`src/rtl/core/bqf_pkg.sv`:
```
// Shared types and constants for the biquad IIR filter block.
// Depends on nothing; imported by every module under rtl/core.
`default_nettype none

package bqf_pkg;

  // Coefficient format and default sample width
  localparam int COEF_W         = 16;
  localparam int FRAC_BITS      = 14;
  localparam int DATA_WIDTH_DEF = 16;

  // Headroom of the delay sums above the sample width
  localparam int STATE_EXTRA = 18;

  // Configuration register indexes
  localparam int CFG_IDX_W = 3;
  localparam logic [CFG_IDX_W-1:0] CFG_FF_COEF_0 = 3'd0;
  localparam logic [CFG_IDX_W-1:0] CFG_FF_COEF_1 = 3'd1;
  localparam logic [CFG_IDX_W-1:0] CFG_FF_COEF_2 = 3'd2;
  localparam logic [CFG_IDX_W-1:0] CFG_FB_COEF_1 = 3'd3;
  localparam logic [CFG_IDX_W-1:0] CFG_FB_COEF_2 = 3'd4;

  // Coefficient values after reset (Q2.14)
  localparam logic signed [COEF_W-1:0] FF_COEF_0_RST = 16'sd16384;
  localparam logic signed [COEF_W-1:0] FF_COEF_1_RST = -16'sd32768;
  localparam logic signed [COEF_W-1:0] FF_COEF_2_RST = 16'sd16384;
  localparam logic signed [COEF_W-1:0] FB_COEF_1_RST = -16'sd25576;
  localparam logic signed [COEF_W-1:0] FB_COEF_2_RST = 16'sd10508;

  // Controller to datapath commands
  typedef struct packed {
    logic load;   // capture sample, form the three feedforward products
    logic calc;   // form the output sum, saturate, update output register
    logic fdbk;   // apply feedback and advance both delay sums
  } bqf_cmd_t;

endpackage

`default_nettype wire

```
`src/rtl/core/biquad_iir_filter.sv`:
```
// Top level of the biquad IIR filter (transposed direct form II, Q2.14).
// Depends on bqf_pkg, bqf_ctrl and bqf_dp.
//
//  Channel | Direction | Handshake            | Payload
//  --------+-----------+----------------------+-------------------------------
//  in_     | sink      | in_tvalid/in_tready  | in_tdata: sample_in
//  out_    | source    | out_tvalid/out_tready| out_tdata: sample_out
//  cfg_    | sink      | cfg_we (no wait)     | cfg_addr index, cfg_wdata coef
//
// Sequence: an input transaction registers the feedforward products, the output
//   step then updates the output register that presents the result, and the
//   feedback step follows; the next sample may be taken during that feedback step,
//   not before it, as the output step and the feedback step both use the registered output y.
// Reset: synchronous, active low; delay sums clear to zero and the
//   coefficients return to their default high-pass values.
// Stalls: a full output register that is not drained holds the output step;
//   input is taken again once that step completes.
`default_nettype none

module biquad_iir_filter #(
  parameter int DATA_WIDTH = bqf_pkg::DATA_WIDTH_DEF
) (
  input  wire logic                                clk,
  input  wire logic                                rst_n,
  // Input stream
  input  wire logic                                in_tvalid,
  output logic                                     in_tready,
  input  wire logic [((DATA_WIDTH+7)/8)*8-1:0]     in_tdata,   // [DATA_WIDTH-1:0] sample_in
  // Result stream
  output logic                                     out_tvalid,
  input  wire logic                                out_tready,
  output logic [((DATA_WIDTH+7)/8)*8-1:0]          out_tdata,  // [DATA_WIDTH-1:0] sample_out
  // Coefficient write port
  input  wire logic                                cfg_we,
  input  wire logic [bqf_pkg::CFG_IDX_W-1:0]       cfg_addr,
  input  wire logic [bqf_pkg::COEF_W-1:0]          cfg_wdata
);
  import bqf_pkg::*;

  localparam int TDATA_W = ((DATA_WIDTH + 7) / 8) * 8;

  bqf_cmd_t                     cmd;
  logic signed [DATA_WIDTH-1:0] sample_in;
  logic signed [DATA_WIDTH-1:0] sample_out;

  // Drop the byte padding above the sample
  assign sample_in = in_tdata[DATA_WIDTH-1:0];

  bqf_ctrl u_ctrl (
    .clk        (clk),
    .rst_n      (rst_n),
    .in_tvalid  (in_tvalid),
    .in_tready  (in_tready),
    .out_tvalid (out_tvalid),
    .out_tready (out_tready),
    .cmd        (cmd)
  );

  bqf_dp #(
    .DATA_WIDTH (DATA_WIDTH)
  ) u_dp (
    .clk        (clk),
    .rst_n      (rst_n),
    .cmd        (cmd),
    .sample_in  (sample_in),
    .cfg_we     (cfg_we),
    .cfg_addr   (cfg_addr),
    .cfg_wdata  (cfg_wdata),
    .sample_out (sample_out)
  );

  // Zero-fill the output up to whole bytes
  assign out_tdata = TDATA_W'($unsigned(sample_out));

endmodule

`default_nettype wire

```
`src/rtl/core/bqf_dp.sv`:
```
// Datapath of the biquad IIR filter: coefficient registers, multipliers,
// delay sums and output register. Depends on bqf_pkg.
`default_nettype none

module bqf_dp #(
  parameter int DATA_WIDTH = bqf_pkg::DATA_WIDTH_DEF
) (
  input  wire logic                           clk,
  input  wire logic                           rst_n,
  input  wire bqf_pkg::bqf_cmd_t              cmd,
  input  wire logic signed [DATA_WIDTH-1:0]   sample_in,
  input  wire logic                           cfg_we,
  input  wire logic [bqf_pkg::CFG_IDX_W-1:0]  cfg_addr,
  input  wire logic [bqf_pkg::COEF_W-1:0]     cfg_wdata,
  output logic signed [DATA_WIDTH-1:0]        sample_out
);
  import bqf_pkg::*;

  localparam int PROD_W  = DATA_WIDTH + COEF_W;
  localparam int STATE_W = DATA_WIDTH + STATE_EXTRA;
  localparam int SH_W    = STATE_W - FRAC_BITS;
  localparam int TOP_W   = SH_W - DATA_WIDTH + 1;

  localparam logic signed [DATA_WIDTH-1:0] SAT_MAX = {1'b0, {(DATA_WIDTH-1){1'b1}}};
  localparam logic signed [DATA_WIDTH-1:0] SAT_MIN = {1'b1, {(DATA_WIDTH-1){1'b0}}};

  logic signed [COEF_W-1:0]     ff0_r, ff1_r, ff2_r, fb1_r, fb2_r;
  logic signed [PROD_W-1:0]     p0_r, p1_r, p2_r;
  logic signed [STATE_W-1:0]    s1_r, s2_r;
  logic signed [DATA_WIDTH-1:0] y_r;

  logic signed [PROD_W-1:0]     p0_nxt, p1_nxt, p2_nxt;
  logic signed [PROD_W-1:0]     fb1_prod, fb2_prod;
  logic signed [STATE_W-1:0]    acc;
  logic signed [SH_W-1:0]       acc_sh;
  logic [TOP_W-1:0]             acc_top;
  logic signed [DATA_WIDTH-1:0] y_nxt;
  logic signed [STATE_W-1:0]    s1_nxt, s2_nxt;

  // Coefficient registers
  always_ff @(posedge clk) begin
    if (!rst_n) begin
      ff0_r <= FF_COEF_0_RST;
      ff1_r <= FF_COEF_1_RST;
      ff2_r <= FF_COEF_2_RST;
      fb1_r <= FB_COEF_1_RST;
      fb2_r <= FB_COEF_2_RST;
    end else if (cfg_we) begin
      unique case (cfg_addr)
        CFG_FF_COEF_0: ff0_r <= cfg_wdata;
        CFG_FF_COEF_1: ff1_r <= cfg_wdata;
        CFG_FF_COEF_2: ff2_r <= cfg_wdata;
        CFG_FB_COEF_1: fb1_r <= cfg_wdata;
        CFG_FB_COEF_2: fb2_r <= cfg_wdata;
        default: ;
      endcase
    end
  end

  // Feedforward products straight from the incoming sample
  assign p0_nxt = PROD_W'(sample_in) * PROD_W'(ff0_r);
  assign p1_nxt = PROD_W'(sample_in) * PROD_W'(ff1_r);
  assign p2_nxt = PROD_W'(sample_in) * PROD_W'(ff2_r);

  // Output sum, floor shift and saturation
  assign acc     = STATE_W'(p0_r) + s1_r;
  assign acc_sh  = SH_W'(acc >>> FRAC_BITS);
  assign acc_top = acc_sh[SH_W-1:DATA_WIDTH-1];

  always_comb begin
    if ((&acc_top) || !(|acc_top)) begin
      y_nxt = acc_sh[DATA_WIDTH-1:0];
    end else if (acc_sh[SH_W-1]) begin
      y_nxt = SAT_MIN;
    end else begin
      y_nxt = SAT_MAX;
    end
  end

  // Feedback of the saturated output into the delay sums
  assign fb1_prod = PROD_W'(y_r) * PROD_W'(fb1_r);
  assign fb2_prod = PROD_W'(y_r) * PROD_W'(fb2_r);
  assign s1_nxt   = STATE_W'(p1_r) + s2_r - STATE_W'(fb1_prod);
  assign s2_nxt   = STATE_W'(p2_r) - STATE_W'(fb2_prod);

  always_ff @(posedge clk) begin
    if (cmd.load) begin
      p0_r <= p0_nxt;
      p1_r <= p1_nxt;
      p2_r <= p2_nxt;
    end
    if (cmd.calc) begin
      y_r <= y_nxt;
    end
  end

  always_ff @(posedge clk) begin
    if (!rst_n) begin
      s1_r <= '0;
      s2_r <= '0;
    end else if (cmd.fdbk) begin
      s1_r <= s1_nxt;
      s2_r <= s2_nxt;
    end
  end

  assign sample_out = y_r;

endmodule

`default_nettype wire

```
`src/rtl/core/bqf_ctrl.sv`:
```
// Controller of the biquad IIR filter: sequences load, output and feedback
// steps and owns the stream handshakes. Depends on bqf_pkg.
`default_nettype none

module bqf_ctrl (
  input  wire logic              clk,
  input  wire logic              rst_n,
  input  wire logic              in_tvalid,
  output logic                   in_tready,
  output logic                   out_tvalid,
  input  wire logic              out_tready,
  output bqf_pkg::bqf_cmd_t      cmd
);
  import bqf_pkg::*;

  typedef enum logic [1:0] {
    ST_IDLE,
    ST_CALC,
    ST_FDBK
  } state_t;

  state_t state_r, state_nxt;
  logic   out_valid_r, out_valid_nxt;
  logic   calc_go;

  // Take a new sample when idle or while the previous one finishes feedback
  assign in_tready = (state_r == ST_IDLE) || (state_r == ST_FDBK);
  // Output register free, or being emptied this cycle
  assign calc_go   = (state_r == ST_CALC) && (!out_valid_r || out_tready);

  assign cmd.load = in_tvalid && in_tready;
  assign cmd.calc = calc_go;
  assign cmd.fdbk = (state_r == ST_FDBK);

  always_comb begin
    state_nxt     = state_r;
    out_valid_nxt = out_valid_r && !out_tready;
    unique case (state_r)
      ST_IDLE: begin
        if (cmd.load) begin
          state_nxt = ST_CALC;
        end
      end
      ST_CALC: begin
        if (calc_go) begin
          state_nxt     = ST_FDBK;
          out_valid_nxt = 1'b1;
        end
      end
      ST_FDBK: begin
        state_nxt = cmd.load ? ST_CALC : ST_IDLE;
      end
      default: state_nxt = ST_IDLE;
    endcase
  end

  always_ff @(posedge clk) begin
    if (!rst_n) begin
      state_r     <= ST_IDLE;
      out_valid_r <= 1'b0;
    end else begin
      state_r     <= state_nxt;
      out_valid_r <= out_valid_nxt;
    end
  end

  assign out_tvalid = out_valid_r;

  // A freshly computed output is presented in the next cycle
  a_calc_shows: assert property (@(posedge clk) disable iff (!rst_n)
    cmd.calc |=> out_tvalid)
    else $error("computed output not presented");

  // Feedback always follows the output step of the same sample
  a_fdbk_order: assert property (@(posedge clk) disable iff (!rst_n)
    cmd.fdbk |-> $past(cmd.calc))
    else $error("feedback without preceding output step");

  // A blocked output keeps the controller waiting in the output step
  a_calc_hold: assert property (@(posedge clk) disable iff (!rst_n)
    (state_r == ST_CALC) && out_valid_r && !out_tready |=> (state_r == ST_CALC))
    else $error("output step left while output register full");

  // No new sample is taken while the output step is pending
  a_no_load_calc: assert property (@(posedge clk) disable iff (!rst_n)
    cmd.load |-> !(state_r == ST_CALC))
    else $error("sample accepted during output step");

endmodule

`default_nettype wire
```
`config.mk`:
```
export PLATFORM = sky130hd
export DESIGN_NAME = biquad_iir_filter
export DESIGN_NICKNAME = d
export VERILOG_FILES = /design/src/rtl/core/bqf_pkg.sv /design/src/rtl/core/biquad_iir_filter.sv /design/src/rtl/core/bqf_dp.sv /design/src/rtl/core/bqf_ctrl.sv
export SDC_FILE = /design/constraint.sdc
export NUM_CORES = 2
export LEC_CHECK = 0
export ABC_AREA = 1
export CAP_MARGIN = 25
export CORE_UTILIZATION = 45
export CTS_BUF_LIST = sky130_fd_sc_hd__clkbuf_4
export CTS_CLUSTER_DIAMETER = 150
export CTS_CLUSTER_SIZE = 20
export DETAILED_ROUTE_END_ITERATION = 8
export DONT_BUFFER_PORTS = 1
export HOLD_SLACK_MARGIN = 0.12
export PLACE_DENSITY = 0.68
export SYNTH_ARGS = -nofsm -noshare
export SYNTH_HDL_FRONTEND = slang
export SYNTH_SLANG_ARGS = --single-unit
```
`constraint.sdc`:
```
create_clock -name clk -period 15.5 [get_ports clk]
set_clock_uncertainty 0.2 [all_clocks]
set_input_delay 3.1 -clock clk [delete_from_list [all_inputs] [get_ports clk]]
set_output_delay 3.1 -clock clk [all_outputs]
set_load 0.02 [all_outputs]
```
== Yosys cells after proc, flatten, opt, wreduce, memory -nomap -nowiden ==
Cells that the tools add are included.
Storage, ports and cells
  logic and storage cells: 57
  flip-flop bits (word level): 263
  input bits: 40
Operators by class
  multipliers: 5
  $add $sub $neg: 4
  reduce and logical (&&, ||, !) cells: 19
  multiplexer cells: 8
  eq/ne operators: 8
Operator list (count)
  multiplier 16 x 16 -> 32 bit: 5
  adder 32 x 34 -> 34 bit: 2
  subtractor 34 x 32 -> 34 bit: 1
  subtractor 32 x 32 -> 33 bit: 1
  2-to-1 mux 16 bit: 2
  AND reduction 2 bit: 6
  equality test 3 x 2 -> 1 bit (second input constant): 2
  one-hot mux 2 bit (3 select lines): 1
  AND reduction 5 bit: 1
  OR reduction 5 bit: 1
  2-to-1 mux 2 bit: 2
  inequality test 2 x 1 -> 1 bit (second input constant): 2
  equality test 3 x 1 -> 1 bit (second input constant): 1
  equality test 3 bit (second input constant): 1
  logical AND 1 bit: 3
  logical NOT 1 bit: 3
  logical NOT 3 bit: 1
  logical OR 1 bit: 3
  2-to-1 mux 1 bit: 3
  equality test 2 x 1 -> 1 bit (second input constant): 1
  equality test 2 bit (second input constant): 1
  logical NOT 2 bit: 1

== Logic depth before layout (Yosys ltp) ==
  word-level depth: 5
  mapped depth: 28
  mapped depth without buffers: 27

== Modules after synthesis ==
A second synthesis with hierarchy kept.
Second synthesis, totals
  cell total of the unflattened synthesis: 8419
  area, all modules: 66959.2 um2
Modules (own cells, without submodules)
  bqf_dp: instances 1, cells each 8400, area an instance 66807.8 um2, sequential area each 6306.0 um2
  bqf_ctrl: instances 1, cells each 19, area an instance 151.4 um2, sequential area each 60.1 um2

== Worst setup path before layout ==
Ideal clock, no wire load.
  path kind: in2reg
  from: input port in_tdata[15]
  to: register u_dp.p2_r[30] (data pin)
  arrival: 8.395 ns
  slack: 6.643 ns
  buffers on the path: 2
  setup time: 0.262 ns
  stages: 21
  cell sequence: clkbuf_1 buf_1 nand2_1 inv_1 fa_1 fa_1 fa_1 fa_1 fa_1 inv_1 fa_1 inv_1 ha_1 nand2_1 nor4_1 nand3b_1 nand3_1 nand3_1 nand2_1 a21oi_1 xor2_1
On the way
  word-level cells in the longest chain between the ends: 1
RTL lines
  start, declared: line biquad_iir_filter.sv:28  | input wire logic [((DATA_WIDTH+7)/8)*8-1:0] in_tdata,
  multiplier 16 x 16 -> 32 bit: line bqf_dp.sv:63  | assign p2_nxt = PROD_W'(sample_in) * PROD_W'(ff2_r);
  named net u_dp.p2_nxt[30]: line bqf_dp.sv:32  | logic signed [PROD_W-1:0] p0_nxt, p1_nxt, p2_nxt;
  end signal, assigned: line bqf_dp.sv:90  | p2_r <= p2_nxt;
  end, declared: line bqf_dp.sv:28  | logic signed [PROD_W-1:0] p0_r, p1_r, p2_r;
The timed path passes the listed nets, and every way through them passes these cells.
A chain may end at the register's enable or synchronous reset.

== Worst setup path in the final report ==
  from: input port in_tdata[15]
  to: register u_dp.p0_r[29] (data pin)
On the way
  word-level cells in the longest chain between the ends: 1
RTL lines
  multiplier 16 x 16 -> 32 bit: line bqf_dp.sv:61  | assign p0_nxt = PROD_W'(sample_in) * PROD_W'(ff0_r);
  named net u_dp.p0_nxt[29]: line bqf_dp.sv:32
  end signal, assigned: line bqf_dp.sv:88  | p0_r <= p0_nxt;
  end, declared: line bqf_dp.sv:28
The timed path passes the listed nets, and every way through them passes these cells.

==> reports/metrics.cfg <==
[outcome]
outcome=completed

[clock_network]
hold_buffers=0
cts_buffers=18
cts_tree=done
clock-sinks=262
cts_root_buf=clkbuf_4
clockBufferDepth=3
clock_latency_ns=0.85
post-cts-setup-buffers=0
h-tree-depth=1
cts_resized=0
cts.clk_slew.worst_paths_ns=0.22

[routing]
drc=0
wire_per_inst_um=17.9
via_per_inst=5.05
first_pass_iters=6
vias=50500
wl_um=179000
ant_nets=0
drt-initial-drc-count=3685

[global_route]
gr-total-overflow=0
grt_pass1_wl_um=294000
antenna_found_initial=6
grt_max_degree=107
grt_pass1_vias=54600
grt_use_total=0.249

[sta]
setup-violations-final=0
min_period_ns=8.16
hold_viol_final=0
fin_crit_sh=0.527
tightest_slew_ns=1.07
maxSlewViolCount=0
rsz0062_at_grt=no
clock.fmax_ghz=0.123
fin_setup_tns_ns=0
relSlewSlack=0.287

[synth]
netlist.area_leader.share=0.433
netlist_area_um2=66500
ys_seq_area_frac=0.0957
synth-simple-area-share=0.143
async_reset_ff_frac=0
synth_area_leaders=fa_1 (43%), inv_1 (15%), nand2_1 (10%)
synthAdderAreaFrac=0.521
yosysTopAreaCell=fa_1
syn_area_per_cell_um2=8.00
yosys_warnings=0
syn_nets=10300
synth_edf_count=112
synth_ff_type=dfxtp_1
synth_xor_area_frac=0.0243
synthTopCellsByCount=inv_1 (2,622), nand2_1 (1,794), fa_1 (1,438), ha_1 (470), nor2_1 (450)
synthMuxAreaShare=0
synthMostInstantiatedCell=inv_1
synth_top_family_by_area=adder cells
synth_seq_cells=262
synth_compound_area_frac=0.0486
ys_types=54
synthCells=8313

[min_path]
holdPathEnd=u_dp.s1_r[0]
min_path_cells=2
hp-class=flip-flop to flip-flop
min_from=u_dp.s1_r[0]

[floorplan]
die_h_um=387
die-area_um2=149000
ios=58
die_width_um=387
initial_core_util=0.455
fp.coreArea_um2=146000
placementRows=140

[critical_path]
critPathArrivalTime_ns=8.47
path_class=input pin to flip-flop
required_ns=15.81
start_kind=input pin
reg2reg_slack_ns=7.81
timing.rr.end=u_dp.s1_r[29]
worstReg2RegStart=u_dp.sample_out[15]
setup.worst_path.end_class=flip-flop
ff2ff_path_depth=25
critPathMaxFanout=48

[placement]
placedInstanceArea_um2=68100
io_buffers=0
gp_congestion=0.951
dp_hpwl_um=144000
place_inst=9955

[layout]
layout.nets=10000
instances_no_fill=9993
syn_to_final_growth_pct=2.82
postLayoutCellArea_um2=68400
final_util=0.468
layout-drive-gt1-share=0.0152

[flow_run]
drv_cap=0

## how the worst max path moves through the flow
stage	from	endpoint	slack, ns	cells after the start
finish	in_tdata[15]	u_dp.p0_r[29]	7.34	22
global route	in_tdata[15]	u_dp.p0_r[29]	7.02	22
CTS	in_tdata[0]	u_dp.p1_r[25]	7.41	23
detailed placement	in_tdata[15]	u_dp.p2_r[30]	6.58	19
global placement	in_tdata[15]	u_dp.p2_r[28]	6.61	19
floorplan	in_tdata[15]	u_dp.p2_r[30]	6.64	21
## logic make-up (layout without fill, tap and decap cells)
kind of cell             after synthesis  count (layout)
AO/OA/AOI/OAI                        564             564
XOR/XNOR                             184             184
adder cells (fa/ha/maj)             1908            1908
buffers and inverters               2954            2713
flip-flops                           262             262
other                                  0               4
AND/OR/NAND/NOR                     2441            2441
## critical path, stage by stage
cell and delay (ns):
nand2_1 0.11, inv_1 0.10, fa_1 0.65, fa_1 0.89, fa_1 0.53, fa_1 0.51, fa_1 0.50, inv_1 0.05
fa_1 0.47, inv_1 0.04, ha_1 0.38, nand2_1 0.09, nor2_1 0.13, inv_1 0.06, nor3_1 0.22, nand3b_1 0.13
nand3_1 0.14, nand2_1 0.07, nand2_1 0.09, nand2_1 0.06, nand2_1 0.07, xor2_1 0.06
## metrics by stage
step           setup slack [ns]  hold slack [ns]
2_1_floorplan              6.64            0.268
3_3_place_gp               6.61            0.290
3_5_place_dp               6.58            0.295
4_1_cts                    7.41            0.327
5_1_grt                    7.02            0.352
6_report                   7.34            0.324
## flip-flops by register name, summed over array words and instances (netlist names)
| name | flops |
|---|---|
| u_ctrl.out_tvalid | 1 |
| u_dp.p2_r | 32 |
| u_dp.p1_r | 32 |
| u_dp.s2_r | 33 |
| u_dp.p0_r | 32 |
| u_dp.fb1_r | 16 |
| u_dp.ff0_r | 16 |
| u_ctrl.state_r | 2 |
| u_dp.ff1_r | 16 |
| u_dp.sample_out | 16 |
| u_dp.fb2_r | 16 |
| u_dp.ff2_r | 16 |
| u_dp.s1_r | 34 |
## metal layers
metal  share of wire  vias to the layer above  global-route usage
li1                -                    23000                   -
met5               0                        -                   0
met2            0.49                     1650               0.434
met4           0.037                        0              0.0837
met3           0.064                      325              0.0256
met1            0.40                    25500               0.321
## cells in the final DEF, fill, tap and decap left out, types with 6 or more instances in the layout
cell type  Yosys  routed
dfxtp_1      150     150
nor2_1       450     448
nor3_1        32      31
o21bai_1      30      30
ha_1         470     470
o21a_1         7       7
o21ai_0      187     187
a31oi_1       29      29
or2_2          7       7
nand4_1       17      17
nand3_1      107     107
inv_1       2622    2621
nand2_2        6       6
fa_1        1438    1438
a21o_1        38      38
clkbuf_4       0      27
edfxtp_1     112     112
a21oi_1      214     214
xnor2_1       77      77
nand2_1     1794    1794
o221ai_1      15      15
nor4_1         7       7
o211ai_1      13      13
xor2_1       106     106
buf_4          0      50
## area by class of cell
cell class / instances / area [um^2]
multi-input combinational: 5097 / 49100
fill: 14100 / 77900
timing repair buffer: 53 / 445
clock inverter: 5 / 48.8
inverter: 2628 / 9870
sequential: 262 / 6370
tap: 1917 / 2400
antenna: 4 / 10.0
clock buffer: 27 / 203
Power is not shown: default switching activity piles up to over one toggle a cycle in this logic, so the estimate is an artifact.
